File: src/rtl/scc_ram.sv
module scc_ram #(
  parameter int WIDTH = 12,
  parameter int DEPTH = 256
) (
  input  logic                     clk,
  input  logic                     we,
  input  logic [$clog2(DEPTH)-1:0] waddr,
  input  logic [WIDTH-1:0]         wdata,
  input  logic [$clog2(DEPTH)-1:0] raddr,
  output logic [WIDTH-1:0]         rdata
);

  logic [WIDTH-1:0] mem [DEPTH];

  always_ff @(posedge clk) begin
    if (we) begin
      mem[waddr] <= wdata;
    end
    rdata <= mem[raddr];
  end

endmodule

File: config.mk
export PLATFORM = sky130hd
export DESIGN_NAME = scc_ram
export DESIGN_NICKNAME = d
export VERILOG_FILES = /design/src/rtl/scc_ram.sv
export SDC_FILE = /design/constraint.sdc
export NUM_CORES = 2
export LEC_CHECK = 0
export BUFFER_PORTS_ARGS = -buffer_cell sky130_fd_sc_hd__buf_2
export CORE_AREA = 3 3 693 695
export CTS_BUF_LIST = sky130_fd_sc_hd__clkbuf_4
export DETAILED_ROUTE_END_ITERATION = 6
export DIE_AREA = 0 0 696 698
export PLACE_DENSITY_LB_ADDON = 0.2
export SLEW_MARGIN = 20
export SYNTH_ARGS = -nofsm -noshare
export SYNTH_HDL_FRONTEND = slang
export SYNTH_SLANG_ARGS = --single-unit
File: constraint.sdc
create_clock -name clk -period 3.02 [get_ports clk]
set_input_delay 0.604 -clock clk [delete_from_list [all_inputs] [get_ports clk]]
set_output_delay 0.604 -clock clk [all_outputs]
set_load 0.05 [all_outputs]
==> impl_summary.txt <==
----------------------------------------------------
[STA]
  Share of the clock period used by the worst path ... a little over nine tenths
  Final max-slew violation count ... 0
  Highest clock frequency the design can meet ... 0.351 GHz
  Slew at the pin closest to its max-slew limit ... 1.06 ns
  Final worst clock skew ... ~0.13 ns
  Final-report hold violation count ... 0
  RSZ-0062 raised after global routing ... true
  Setup violators final ... 0
  Max-slew headroom ... between 20% and 30%
  Worst hold-check slack ... between 0.3 and 0.4 ns
  Final critical path time including I/O delays and setup ... approximately 2.9 ns

[Power]
  Worst-case vdd ir drop ... around 0.00035 V
  Switching portion of total power ... 23.6%
  Net Sw Power ... about 21 mW
  Clock share of power ... 40.6%
  Static Leakage ... 47.5 nW
  Internal power ... around 70 mW
  Power density over the cells ... between 600 and 700 nW/um2
  Power share of the sequential group ... 52.9%
  Combinational share of power ... under 10%

[Drt]
  Drt via density ... around 4.6
  Post-route ant nets ... 0
  Drt wl/cell ... between 20 and 30 um
  Total length of routed wires ... around 380000 um
  Pre-antenna DRT Iters ... 5
  Initial drt markers ... approximately 6k
  DR DRC count ... 0
  Number of vias after detailed routing ... roughly 65k

[Worst setup path]
  Buf+Inv Stages, Crit Path ... 1
  Category of cells accounting for the largest share of critical-path delay ... flip-flops
  Cell at the slowest stage of the critical path ... dfxtp_4
  Critical path arrival ... about 2.3 ns
  Critical Path, Cell by Cell ... buf_8
  Data required time of the critical path ... between 2 and 2.5 ns
  Critical Path Sink Type ... output pin
  Maximum fanout along the worst path ... 1
  Sort of element at the start of the critical path ... flop
  Delay of the slowest critical-path stage ... ~0.45 ns
  Critical path class ... flop to output pin

[Place]
  Final weighted congestion in routability-driven placement ... ~0.81
  Placed cell count ... around 13k
  Area of placed instances ... about 130000 um2
  Count of input and output buffers ... 41
  Total half-perimeter wirelength after legalization and detailed placement ... between 200000 and 250000 um

[Synthesis]
  Area contributors post-synth ... edfxtp_1 78%, mux4_2 12%, mux2i_1 1.9%, a22oi_1 1.4%, nor2_1 0.96%
  Number of nets produced by synthesis ... 5536
  Synth Area per Inst ... around 22 um2
  Ys async rst share ... 0%
  Sequential area share after synthesis ... a little under 80%
  Top FF cell, synth ... edfxtp_1
  EDFF count, synth ... ~3.1k
  Yosys warning count ... 0
  Number of flip-flops and latches in the synthesized netlist ... 3084
  Count of mapped cells out of synthesis ... around 5.5k
  Area of the mapped netlist ... ~120000 um2
  Library cell occupying the most area in the post-synthesis netlist ... edfxtp_1
  Count of unique library cells instantiated by Yosys ... slightly above 60
  Fraction of synthesized cell area taken by the top area cell type ... between 70% and 80%

[GRT]
  Total global-route track usage ... 15.5%
  Total global routing overflow ... 0
  Wire length of the first global-routing pass ... approximately 530000 um
  Maximum number of pins on one net before global-route repair ... roughly 110
  Number of global-route vias before repair ... a little under 70k
  Initial antenna violation count ... between 40 and 50

[Floorplanning]
  DIE AREA ... 486000 um2
  Effective utilization at floorplan ... between 20% and 30%
  Number of primary I/O pins ... 42
  Y dimension of the die ... around 700 um
  Std-Cell Core Area ... around 470000 um2
  Standard-cell rows ... between 200 and 300
  Width of the die ... 696 um

[Clock network]
  Reg clk slew, reported paths ... ~0.080 ns
  CTS tree ... done
  CTS Buf Count ... just over 800
  Root Driver ... clkbuf_4
  Clock Sink Count ... just over 3k
  Clock Tree Buf Depth ... 4
  Maximum level of the CTS H-tree ... 6
  Source-to-sink clock delay at the later pin of the worst-skew pair ... around 1.6 ns

[Finish]
  Share of final-layout standard cells stronger than drive strength 1 ... roughly two fifths
  Area growth from synthesis to layout ... 22.8%
  Post-route insts no fill ... between 10k and 15k
  Finished Cell Area ... around 150000 um2
  Nets@finish ... just over 7k

[Job]
  MaxCap Viol Count ... 0

[Outcome]
  Status ... finished clean

[Hold path]
  Worst hold path class ... input port to flop

----------------------------------------------------
-- cells in the final DEF (no fill, tap or decap), drive strengths merged, types with 7 or more instances in the layout --
master          n
diode          24
clkinv        185
clkbuf       1184
o22ai          88
nor4           37
bufinv         12
mux2           35
nand3          32
buf          1111
o21ai          35
a31oi          16
dlygate4sd3    50
nor3           33
a221oi         20
a22oi         215
dfxtp          12
and3b           7
inv            27
mux4          636
nor2          302
nor2b          37
o32ai          11
a211oi         20
nand2          45
edfxtp       3072
a22o           19
mux2i         223
a21oi         121
o221ai         55
nand4          13
nand2b          9
clkinvlp        8
-- per-layer routing --
layer,track usage [%],vias up,wire (um),part of all wire [%]
li1,-,27200,-,-
met1,21.4,34600,171000,44
met2,25.1,2197,183000,48
met3,2.96,508,22800,5.9
met4,3.72,4,7520,2.0
met5,0,-,26,0.0068
-- power by group through the flow --
stage	combinational, mW	clock (mW)	sequential [mW]
floorplan	2.26	0	48.2
global placement	5.70	0	48.2
detailed placement	5.75	0	48.2
CTS	5.97	37.7	47.3
global route	6.17	39.9	47.3
finish	5.85	36.3	47.3
-- registers in the layout, indices dropped and copies added, names as in the netlist --
signal / flops
mem: 3072
rdata: 12
-- Yosys cell counts, drive strengths merged (5+ instances only) --
master and count:
o31ai 5, nand2 45, nor2b 37, nor2 302, dfxtp 12, a311oi 5
a22o 19, a21oi 121, buf 185, clkbuf 153, nand4 13, o32ai 11
nor4 37, a221oi 20, mux2i 223, nand2b 9, o21ai 35, a211oi 20
a31oi 16, mux2 35, o221ai 55, mux4 636, or2 6, o22ai 88
and3 6, nor3 33, edfxtp 3072, nor4b 6, and3b 7, nand3 32
a22oi 215
-- stage by stage --
step                power, mW  utilization (%)  TNS, ns  setup slack (ns)
detailed placement       54.0             28.4   -10.95             -1.13
global placement         53.9             28.3   -12.95             -1.49
global route             93.4             30.7  -0.0872           -0.0368
floorplan                50.5                -        0             0.425
CTS                      91.0             30.7   -0.524           -0.0904
finish                   89.5             30.7        0             0.170
-- cell type report --
cell class	count	area, um2
flip-flops and latches	3084	92500
repair buffers	1161	11000
multi-input cells	2081	24100
clock inverters	229	1350
fillers	46300	329000
clock buffers	1184	8890
inverters	3	11.3
diodes	24	60.1
well taps	6247	7820
-- kinds of logic after synthesis --
family	Yosys count	share of synthesized area [%]
multiplexers	894	14.3
AND/OR/NAND/NOR	550	2.17
flip-flops	3084	78.0
buffers and inverters	341	1.83
AO/OA/AOI/OAI	637	3.75
-- path summary, 6_finish.rpt --
path,cells after the start,startpoint,to,slack [ns]
setup / recovery,1,rdata[1],rdata[1],0.17
hold / removal,7,raddr[6],rdata[8],0.38
setup reg to reg,8,mem[112][8],rdata[8],0.19
hold reg to reg,6,mem[214][8],rdata[8],1.07
-- repair_timing --
action | 4_1_cts | 5_1_grt
pin swaps | 0 | 0
buffers inserted | 0 | 0
hold buffers | 59 | 0
endpoints found under the hold margin | 5899 | 0
setup endpoints to repair | 12 | 2
cloned | 0 | 0
gates resized for setup | 56 | 0
-- worst min-delay path, cell delays in order --
cell and delay (ns):
buf_2 0.23, buf_12 0.22, nor2_1 0.13, a31oi_1 0.17
nor3_1 0.15, buf_4 0.17, nor4_2 0.22
Note: power is estimated with default switching activity, not from simulation.
